==> config.mk <==
export PLATFORM = sky130hd
export DESIGN_NAME = length_prefix_to_start_code
export DESIGN_NICKNAME = d
export VERILOG_FILES = /design/src/rtl/lpsc_pkg.sv /design/src/rtl/lpsc_out_fifo.sv /design/src/rtl/length_prefix_to_start_code.sv
export SDC_FILE = /design/constraint.sdc
export NUM_CORES = 1
export LEC_CHECK = 0
export BUFFER_PORTS_ARGS = -buffer_cell sky130_fd_sc_hd__buf_2
export CAP_MARGIN = 25
export CORE_UTILIZATION = 39
export DETAILED_ROUTE_END_ITERATION = 10
export GPL_ROUTABILITY_DRIVEN = 0
export GPL_TIMING_DRIVEN = 1
export HOLD_SLACK_MARGIN = 0.05
export PLACE_DENSITY = 0.61
export SYNTH_ARGS = -nofsm -noshare
export SYNTH_HDL_FRONTEND = slang
export SYNTH_SLANG_ARGS = --single-unit
==> constraint.sdc <==
create_clock -name i_clk -period 9.6 [get_ports i_clk]
set_input_delay 1.44 -clock i_clk [delete_from_list [all_inputs] [get_ports i_clk]]
set_output_delay 1.44 -clock i_clk [all_outputs]
set_load 0.02 [all_outputs]
==> src/rtl/lpsc_pkg.sv <==
// shared types and constants for the length-prefix to start-code converter
// no dependencies
package lpsc_pkg;

    localparam int FIFO_DEPTH = 8;
    localparam int PTR_W      = 3;
    localparam int CNT_W      = 4;
    localparam int MAX_PUSH   = 3;
    localparam int PUSH_W     = 2;

    localparam logic [7:0] SYNC_PATTERN [MAX_PUSH] = '{8'h00, 8'h00, 8'h01};
    localparam logic [4:0] NAL_TYPE_IDR = 5'd5;

    typedef struct packed {
        logic [7:0] out_byte;
        logic       out_last;
        logic       packet_error;
        logic       idr_found;
    } t_result;

endpackage

==> src/rtl/lpsc_out_fifo.sv <==
// result queue: takes up to three result transactions per cycle, hands out one
// depends on lpsc_pkg
module lpsc_out_fifo (
    input  logic                                   i_clk,
    input  logic                                   i_rst_n,
    input  logic [lpsc_pkg::PUSH_W-1:0]            i_push_n,
    input  lpsc_pkg::t_result                      i_push_data [lpsc_pkg::MAX_PUSH],
    input  logic                                   i_pop,
    output lpsc_pkg::t_result                      o_head,
    output logic                                   o_not_empty,
    output logic                                   o_room
);
    import lpsc_pkg::*;

    t_result            r_mem [FIFO_DEPTH];
    logic [PTR_W-1:0]   r_wr_ptr;
    logic [PTR_W-1:0]   r_rd_ptr;
    logic [CNT_W-1:0]   r_count;
    logic [CNT_W-1:0]   n_count;
    logic               pop_ok;

    assign o_not_empty = (r_count != '0);
    assign o_head      = r_mem[r_rd_ptr];
    assign pop_ok      = i_pop && o_not_empty;

    // room for a full burst, counting the transaction leaving this cycle
    assign o_room = ({1'b0, r_count} + (CNT_W+1)'(MAX_PUSH))
                    <= ((CNT_W+1)'(FIFO_DEPTH) + (CNT_W+1)'(pop_ok));

    assign n_count = r_count + CNT_W'(i_push_n) - CNT_W'(pop_ok);

    always_ff @(posedge i_clk) begin
        for (int k = 0; k < MAX_PUSH; k++) begin
            if (PUSH_W'(k) < i_push_n) begin
                r_mem[r_wr_ptr + PTR_W'(k)] <= i_push_data[k];
            end
        end
    end

    always_ff @(posedge i_clk) begin
        if (!i_rst_n) begin
            r_wr_ptr <= '0;
            r_rd_ptr <= '0;
            r_count  <= '0;
        end else begin
            r_wr_ptr <= r_wr_ptr + i_push_n;
            r_rd_ptr <= r_rd_ptr + PTR_W'(pop_ok);
            r_count  <= n_count;
        end
    end

    a_count_bound: assert property (@(posedge i_clk) disable iff (!i_rst_n)
        r_count <= CNT_W'(FIFO_DEPTH))
        else $error("result queue overflow");

    a_push_fits: assert property (@(posedge i_clk) disable iff (!i_rst_n)
        (i_push_n != '0) |-> ({1'b0, r_count} + (CNT_W+1)'(i_push_n)
            <= (CNT_W+1)'(FIFO_DEPTH) + (CNT_W+1)'(pop_ok)))
        else $error("push without room");

endmodule

==> src/rtl/length_prefix_to_start_code.sv <==
// top level: length-prefixed unit stream to start-code stream converter
// depends on lpsc_pkg and lpsc_out_fifo
//
// One byte transaction is taken per cycle. Length bytes produce no output; the
// byte that completes a length produces the three start code bytes 00 00 01,
// and each payload byte produces itself. Results drain through an eight-entry
// queue at one per cycle while i_ready is high; input is held off only while
// that queue lacks room for a three-byte burst, so sustained rate is one byte
// per cycle whenever lengths of LENGTH_BYTES >= 3 separate start codes.
// The final result of a packet carries out_last, the truncation error flag and
// the IDR flag; a packet that ends mid-length yields one error-only result.
module length_prefix_to_start_code #(
    parameter int LENGTH_BYTES = 4
) (
    input  logic       i_clk,
    input  logic       i_rst_n,
    input  logic       i_valid,
    output logic       o_ready,
    input  logic [7:0] i_in_byte,
    input  logic       i_in_last,
    output logic       o_valid,
    input  logic       i_ready,
    output logic [7:0] o_out_byte,
    output logic       o_out_last,
    output logic       o_packet_error,
    output logic       o_idr_found
);
    import lpsc_pkg::*;

    localparam int LEN_W = 8 * LENGTH_BYTES;
    localparam int IDX_W = (LENGTH_BYTES > 1) ? $clog2(LENGTH_BYTES) : 1;

    logic             r_in_payload, n_in_payload;
    logic [IDX_W-1:0] r_idx, n_idx;
    logic [LEN_W-1:0] r_accum, n_accum;
    logic [LEN_W-1:0] r_left, n_left;
    logic             r_at_start, n_at_start;
    logic             r_idr, n_idr;

    logic             accept;
    logic             room;
    logic [LEN_W-1:0] len_next;
    logic             idr_now;
    logic [PUSH_W-1:0] push_n;
    t_result          push_data [MAX_PUSH];
    t_result          head;

    assign accept   = i_valid && o_ready;
    assign o_ready  = room;
    assign len_next = (r_accum << 8) | LEN_W'(i_in_byte);
    assign idr_now  = r_idr || (r_at_start && (i_in_byte[4:0] == NAL_TYPE_IDR));

    always_comb begin
        n_in_payload = r_in_payload;
        n_idx        = r_idx;
        n_accum      = r_accum;
        n_left       = r_left;
        n_at_start   = r_at_start;
        n_idr        = r_idr;
        push_n       = '0;
        for (int k = 0; k < MAX_PUSH; k++) begin
            push_data[k] = '{out_byte: SYNC_PATTERN[k], out_last: 1'b0,
                             packet_error: 1'b0, idr_found: 1'b0};
        end

        if (accept) begin
            if (!r_in_payload) begin
                if (r_idx == IDX_W'(LENGTH_BYTES - 1)) begin
                    n_left  = len_next;
                    n_accum = '0;
                    n_idx   = '0;
                    if (len_next != '0) begin
                        n_in_payload = 1'b1;
                        n_at_start   = 1'b1;
                    end
                    push_n = PUSH_W'(MAX_PUSH);
                    if (i_in_last) begin
                        push_data[MAX_PUSH-1].out_last     = 1'b1;
                        push_data[MAX_PUSH-1].packet_error = (len_next != '0);
                        push_data[MAX_PUSH-1].idr_found    = r_idr;
                    end
                end else begin
                    n_accum = len_next;
                    n_idx   = r_idx + IDX_W'(1);
                    if (i_in_last) begin
                        // packet cut inside a length: error-only transaction
                        push_n       = PUSH_W'(1);
                        push_data[0] = '{out_byte: 8'h00, out_last: 1'b1,
                                         packet_error: 1'b1, idr_found: r_idr};
                    end
                end
            end else begin
                n_idr      = idr_now;
                n_at_start = 1'b0;
                n_left     = r_left - LEN_W'(1);
                if (r_left == LEN_W'(1)) begin
                    n_in_payload = 1'b0;
                end
                push_n       = PUSH_W'(1);
                push_data[0] = '{out_byte: i_in_byte, out_last: i_in_last,
                                 packet_error: i_in_last && (r_left != LEN_W'(1)),
                                 idr_found: i_in_last && idr_now};
            end

            if (i_in_last) begin
                n_in_payload = 1'b0;
                n_idx        = '0;
                n_accum      = '0;
                n_left       = '0;
                n_at_start   = 1'b0;
                n_idr        = 1'b0;
            end
        end
    end

    always_ff @(posedge i_clk) begin
        if (!i_rst_n) begin
            r_in_payload <= 1'b0;
            r_idx        <= '0;
            r_accum      <= '0;
            r_left       <= '0;
            r_at_start   <= 1'b0;
            r_idr        <= 1'b0;
        end else begin
            r_in_payload <= n_in_payload;
            r_idx        <= n_idx;
            r_accum      <= n_accum;
            r_left       <= n_left;
            r_at_start   <= n_at_start;
            r_idr        <= n_idr;
        end
    end

    lpsc_out_fifo u_out_fifo (
        .i_clk       (i_clk),
        .i_rst_n     (i_rst_n),
        .i_push_n    (push_n),
        .i_push_data (push_data),
        .i_pop       (i_ready),
        .o_head      (head),
        .o_not_empty (o_valid),
        .o_room      (room)
    );

    assign o_out_byte     = head.out_byte;
    assign o_out_last     = head.out_last;
    assign o_packet_error = head.packet_error;
    assign o_idr_found    = head.idr_found;

    a_payload_owed: assert property (@(posedge i_clk) disable iff (!i_rst_n)
        r_in_payload |-> (r_left != '0))
        else $error("payload mode with nothing owed");

    a_idx_range: assert property (@(posedge i_clk) disable iff (!i_rst_n)
        r_idx <= IDX_W'(LENGTH_BYTES - 1))
        else $error("length byte index out of range");

    a_packet_clear: assert property (@(posedge i_clk) disable iff (!i_rst_n)
        (accept && i_in_last) |=> (!r_in_payload && r_idx == '0 && !r_idr
                                   && r_accum == '0))
        else $error("state not cleared at packet end");

    a_start_only_payload: assert property (@(posedge i_clk) disable iff (!i_rst_n)
        r_at_start |-> r_in_payload)
        else $error("unit start flag outside payload");

endmodule
==> flow_summary.html <==
<table>
<tr><th>Metric</th><th>Value</th></tr>
<tr><th colspan="2">Synthesis</th></tr>
<tr><td>Synthesized netlist net count</td><td>998</td></tr>
<tr><td>Dominant combinational cell family by area after synthesis</td><td>compound AO/OA/AOI/OAI gates</td></tr>
<tr><td>Share of synthesized area occupied by flip-flops and latches</td><td>40.6%</td></tr>
<tr><td>Number of instances in the synthesized netlist</td><td>967</td></tr>
<tr><td>Count of flip-flops with a built-in enable after synthesis</td><td>24</td></tr>
<tr><td>Adder and majority cell fraction of the synthesized area</td><td>2.85%</td></tr>
<tr><td>Synth Area in Compound Gates</td><td>21.0%</td></tr>
<tr><td>Synth top cells by count</td><td>135 x sky130_fd_sc_hd__dfxtp_1, 95 x sky130_fd_sc_hd__a21oi_1, 80 x sky130_fd_sc_hd__nand2_1</td></tr>
<tr><td>Count of warnings emitted by yosys</td><td>0</td></tr>
<tr><td>Post-Syn Area</td><td>8430 sq um</td></tr>
<tr><td>Primary FF master, synth</td><td>sky130_fd_sc_hd__dfxtp_1</td></tr>
<tr><td>Share of flip-flops with an asynchronous set or reset after synthesis</td><td>0%</td></tr>
<tr><td>Total of flip-flops plus latches after synthesis</td><td>159</td></tr>
<tr><td>Yosys top cell area share</td><td>32.1%</td></tr>
<tr><td>Cell types occupying the most area after synthesis</td><td>sky130_fd_sc_hd__dfxtp_1 32%, sky130_fd_sc_hd__edfxtp_1 8.6%, sky130_fd_sc_hd__mux4_2 5.9%, sky130_fd_sc_hd__a21oi_1 5.6%, sky130_fd_sc_hd__nand3_1 4.1%</td></tr>
<tr><td>Most frequent cell after synthesis</td><td>sky130_fd_sc_hd__dfxtp_1</td></tr>
<tr><td>Synth Area in Simple Gates</td><td>19.1%</td></tr>
<tr><td>Share of cell area taken by muxes after synthesis</td><td>10.9%</td></tr>
<tr><td>Library cell occupying the most area in the post-synthesis netlist</td><td>sky130_fd_sc_hd__dfxtp_1</td></tr>
<tr><td>Synthesized area per cell</td><td>8.72 sq um</td></tr>
<tr><td>XOR/XNOR Fraction of Synth Area</td><td>0.727%</td></tr>
<tr><td>Netlist cell types</td><td>65</td></tr>
<tr><th colspan="2">Drt</th></tr>
<tr><td>Number of search-and-repair iterations in the first detailed-routing pass</td><td>5</td></tr>
<tr><td>Number of nets with antenna violations after detailed routing</td><td>0</td></tr>
<tr><td>Total length of routed wires</td><td>25,000 um</td></tr>
<tr><td>Wire per inst</td><td>20.0 um</td></tr>
<tr><td>Via-per-instance ratio</td><td>6.16</td></tr>
<tr><td>DRC violation count after routing</td><td>0</td></tr>
<tr><td>Via count</td><td>7,669</td></tr>
<tr><td>Detailed Route Iter0 Violations</td><td>800</td></tr>
<tr><th colspan="2">STA</th></tr>
<tr><td>Slew headroom</td><td>41.6%</td></tr>
<tr><td>Worst clock skew</td><td>0.00785 ns</td></tr>
<tr><td>RSZ-0062 raised after global routing</td><td>no</td></tr>
<tr><td>Number of slew-limit violations in the final report</td><td>0</td></tr>
<tr><td>Fmax</td><td>0.238 GHz</td></tr>
<tr><td>Hold Violations, Final</td><td>0</td></tr>
<tr><td>Final-report setup violation count</td><td>0</td></tr>
<tr><td>Worst Tran Pin Value</td><td>0.870 ns</td></tr>
<tr><td>Tcrit/Tclk final</td><td>43.8%</td></tr>
<tr><td>Crit path time final</td><td>4.20 ns</td></tr>
<tr><td>Setup TNS after final layout</td><td>0 ns</td></tr>
<tr><th colspan="2">Layout</th></tr>
<tr><td>Share of final-layout standard cells stronger than drive strength 1</td><td>12.8%</td></tr>
<tr><td>Number of antenna diodes</td><td>0</td></tr>
<tr><td>Layout Cells excl Fill</td><td>1,245</td></tr>
<tr><td>Number of nets in the finished design</td><td>988</td></tr>
<tr><td>Area added between synthesis and finish</td><td>11.7%</td></tr>
<tr><td>Total non-filler cell area in the finished layout</td><td>9410 sq um</td></tr>
<tr><th colspan="2">GRT</th></tr>
<tr><td>Pin count of the biggest net entering global routing</td><td>61</td></tr>
<tr><td>Number of antenna violations at the first check in global routing</td><td>0</td></tr>
<tr><td>Met1 usage in global routing</td><td>33.6%</td></tr>
<tr><td>First-pass GRT wire length</td><td>39,800 um</td></tr>
<tr><td>Remaining global-route overflow</td><td>0</td></tr>
<tr><td>Most used routing layer</td><td>met2</td></tr>
<tr><td>Met3 Usage GRT</td><td>4.43%</td></tr>
<tr><td>Total GRT Usage</td><td>23.0%</td></tr>
<tr><td>GR Layer Usage met2</td><td>34.1%</td></tr>
<tr><td>Via count of the first global-routing pass</td><td>7,011</td></tr>
<tr><th colspan="2">Floorplanning</th></tr>
<tr><td>Starting density of the core</td><td>40.0%</td></tr>
<tr><td>Number of placement rows</td><td>53</td></tr>
<tr><td>Core Area</td><td>21,100 sq um</td></tr>
<tr><td>Die Span Y</td><td>149 um</td></tr>
<tr><td>Die Width</td><td>149 um</td></tr>
<tr><td>Number of top-level pins</td><td>26</td></tr>
<tr><td>Die Outline Area</td><td>22,200 sq um</td></tr>
<tr><th colspan="2">Clock tree</th></tr>
<tr><td>Quantity of gates resized following cts</td><td>0</td></tr>
<tr><td>Number of buffers added for setup after CTS</td><td>0</td></tr>
<tr><td>Clock root buffer</td><td>sky130_fd_sc_hd__clkbuf_16</td></tr>
<tr><td>Clock-pin slew reported for the worst setup and hold paths after clock tree synthesis</td><td>0.06 ns</td></tr>
<tr><td>Total clock sinks</td><td>159</td></tr>
<tr><td>TritonCTS Buffers</td><td>17</td></tr>
<tr><td># H-tree levels</td><td>4</td></tr>
<tr><td>Number of hold-repair buffers added at the cts stage</td><td>0</td></tr>
<tr><td>TritonCTS clock tree</td><td>built</td></tr>
<tr><td>Max Buffers Root-to-Sink</td><td>2</td></tr>
<tr><td>Clock latency at the later pin of the worst-skew pair</td><td>0.43 ns</td></tr>
<tr><th colspan="2">Power and ir drop</th></tr>
<tr><td>Switching Share</td><td>35.9%</td></tr>
<tr><td>Share of total power in the clock network</td><td>33.4%</td></tr>
<tr><td>Part of the power in registers</td><td>36.8%</td></tr>
<tr><td>IR drop worst, VDD</td><td>0.000137 V</td></tr>
<tr><td>Internal cell power</td><td>1.32 mW</td></tr>
<tr><td>PnR Total Power</td><td>2.06 mW</td></tr>
<tr><td>Comb power frac</td><td>29.8%</td></tr>
<tr><td>Reported net switching power</td><td>741 uW</td></tr>
<tr><td>Leakage dissipation</td><td>3.32 nW</td></tr>
<tr><td>Power per standard cell area</td><td>219 nW/um^2</td></tr>
<tr><th colspan="2">Place</th></tr>
<tr><td>Total cell area at the placement stage</td><td>8810 sq um</td></tr>
<tr><td>Hpwl dp</td><td>16,600 um</td></tr>
<tr><td>Number of placed cells counting well taps</td><td>1,213</td></tr>
<tr><td>Number of port buffers</td><td>25</td></tr>
<tr><th colspan="2">Worst setup path</th></tr>
<tr><td>Reg-to-Reg Start</td><td>u_out_fifo.r_count[0]$_SDFF_PN0_</td></tr>
<tr><td>Startpoint of the most critical setup path</td><td>i_ready</td></tr>
<tr><td>Data arrival time of the worst path</td><td>4.52 ns</td></tr>
<tr><td>Crit path launch type</td><td>primary input</td></tr>
<tr><td>Critical path class</td><td>primary input to flip-flop</td></tr>
<tr><td>Element type at the critical path end</td><td>flip-flop</td></tr>
<tr><td>Biggest fanout along the worst timing path</td><td>42</td></tr>
<tr><td>Worst r2r path cells</td><td>13</td></tr>
<tr><td>Data required time of the critical path</td><td>9.92 ns</td></tr>
<tr><th colspan="2">Min path</th></tr>
<tr><td>Number of cells traversed by the worst hold path</td><td>2</td></tr>
<tr><td>Hold Path Origin</td><td>r_left[11]$_SDFFE_PN0P_</td></tr>
<tr><td>Path category of the worst min-delay check</td><td>flip-flop to flip-flop</td></tr>
<tr><th colspan="2">Run status</th></tr>
<tr><td>Run status</td><td>completed</td></tr>
<tr><th colspan="2">Job</th></tr>
<tr><td>MaxCap Viol Count</td><td>0</td></tr>
</table>
critical path, cell delays in order:
cell and delay, ns:
sky130_fd_sc_hd__buf_2 0.10, sky130_fd_sc_hd__and2_1 0.16, sky130_fd_sc_hd__ha_1 0.30, sky130_fd_sc_hd__nand2b_1 0.12, sky130_fd_sc_hd__o2111a_1 0.65, sky130_fd_sc_hd__o31ai_4 0.09
sky130_fd_sc_hd__inv_2 0.34, sky130_fd_sc_hd__buf_4 0.49, sky130_fd_sc_hd__ha_1 0.26, sky130_fd_sc_hd__fa_1 0.40, sky130_fd_sc_hd__and2_1 0.16
logic make-up (layout without fill, tap and decap cells):
logic type      after synthesis  after routing
simple gates                334            334
compound gates              280            280
flops                       159            159
buf+inv                     106            109
mux                          63             63
fa+ha+maj                    18             18
xor+xnor                      7              7
per-layer routing:
metal  routed length, um  vias up
li1                    -     3609
met1               11800     3736
met2               11200      302
met5                   0        -
met3                1680       22
met4                 289        0
flip-flops by register name, summed over array words and instances (netlist names):
register             cells
u_out_fifo.r_mem        88
r_left                  32
r_accum                 24
u_out_fifo.r_count       4
u_out_fifo.r_rd_ptr      3
u_out_fifo.r_wr_ptr      3
r_idx                    2
r_at_start               1
r_idr                    1
r_in_payload             1
final timing paths:
kind,to,slack (ns)
setup / recovery,u_out_fifo.r_wr_ptr[1]$_SDFF_PN0_,5.40
hold / removal,r_left[11]$_SDFFE_PN0P_,0.47
setup reg to reg,u_out_fifo.r_wr_ptr[1]$_SDFF_PN0_,5.73
hold reg to reg,r_left[11]$_SDFFE_PN0P_,0.47
cells in the final DEF, fill, tap and decap left out, types with 5 or more instances in the layout:
master                        n
sky130_fd_sc_hd__and2_1       8
sky130_fd_sc_hd__inv_1       28
sky130_fd_sc_hd__o311a_1     11
sky130_fd_sc_hd__a32oi_1      5
sky130_fd_sc_hd__nor4_1      16
sky130_fd_sc_hd__o21ai_0     62
sky130_fd_sc_hd__o31ai_1      5
sky130_fd_sc_hd__xnor2_1      5
sky130_fd_sc_hd__nor3_1      25
sky130_fd_sc_hd__nand3_1     69
sky130_fd_sc_hd__mux2i_1     30
sky130_fd_sc_hd__nor2b_1     10
sky130_fd_sc_hd__clkbuf_16   18
sky130_fd_sc_hd__nand2_1     80
sky130_fd_sc_hd__o22ai_1     21
sky130_fd_sc_hd__nand4_1     10
sky130_fd_sc_hd__buf_4       18
sky130_fd_sc_hd__o311ai_0     9
sky130_fd_sc_hd__dfxtp_1    135
sky130_fd_sc_hd__a31oi_1     21
sky130_fd_sc_hd__a21oi_1     95
sky130_fd_sc_hd__edfxtp_1    24
sky130_fd_sc_hd__nor2_1      78
sky130_fd_sc_hd__mux4_2      22
sky130_fd_sc_hd__or3_1       14
sky130_fd_sc_hd__mux2_2      11
sky130_fd_sc_hd__o211ai_1     5
sky130_fd_sc_hd__ha_1        16
sky130_fd_sc_hd__buf_2       25
layout make-up:
| class | instances | area, sq um |
|---|---|---|
| clock inverters | 11 | 118 |
| inverters | 32 | 120 |
| clock buffers | 21 | 482 |
| fillers | 2105 | 11700 |
| repair buffers | 45 | 299 |
| well taps | 275 | 344 |
| flip-flops and latches | 159 | 3420 |
| multi-input cells | 702 | 4630 |
per-stage QoR:
stage / hold slack [ns] / setup slack (ns) / util, %
finish: 0.469 / 5.40 / 44.6
global route: 0.501 / 5.28 / 44.6
CTS: 0.471 / 5.45 / 44.6
detailed placement: 0.463 / 5.00 / 41.8
global placement: 0.460 / 5.06 / 41.6
floorplan: 0.440 / 5.56 / -
power groups by stage:
stage,Combinational [mW],Clock [mW],Sequential (mW)
6_report,0.615,0.689,0.760
5_1_grt,0.674,0.720,0.767
4_1_cts,0.610,0.696,0.759
3_5_place_dp,0.608,0,0.774
3_3_place_gp,0.586,0,0.780
2_1_floorplan,0.446,0,0.756
No activity file was read; power rests on OpenSTA's default activity.
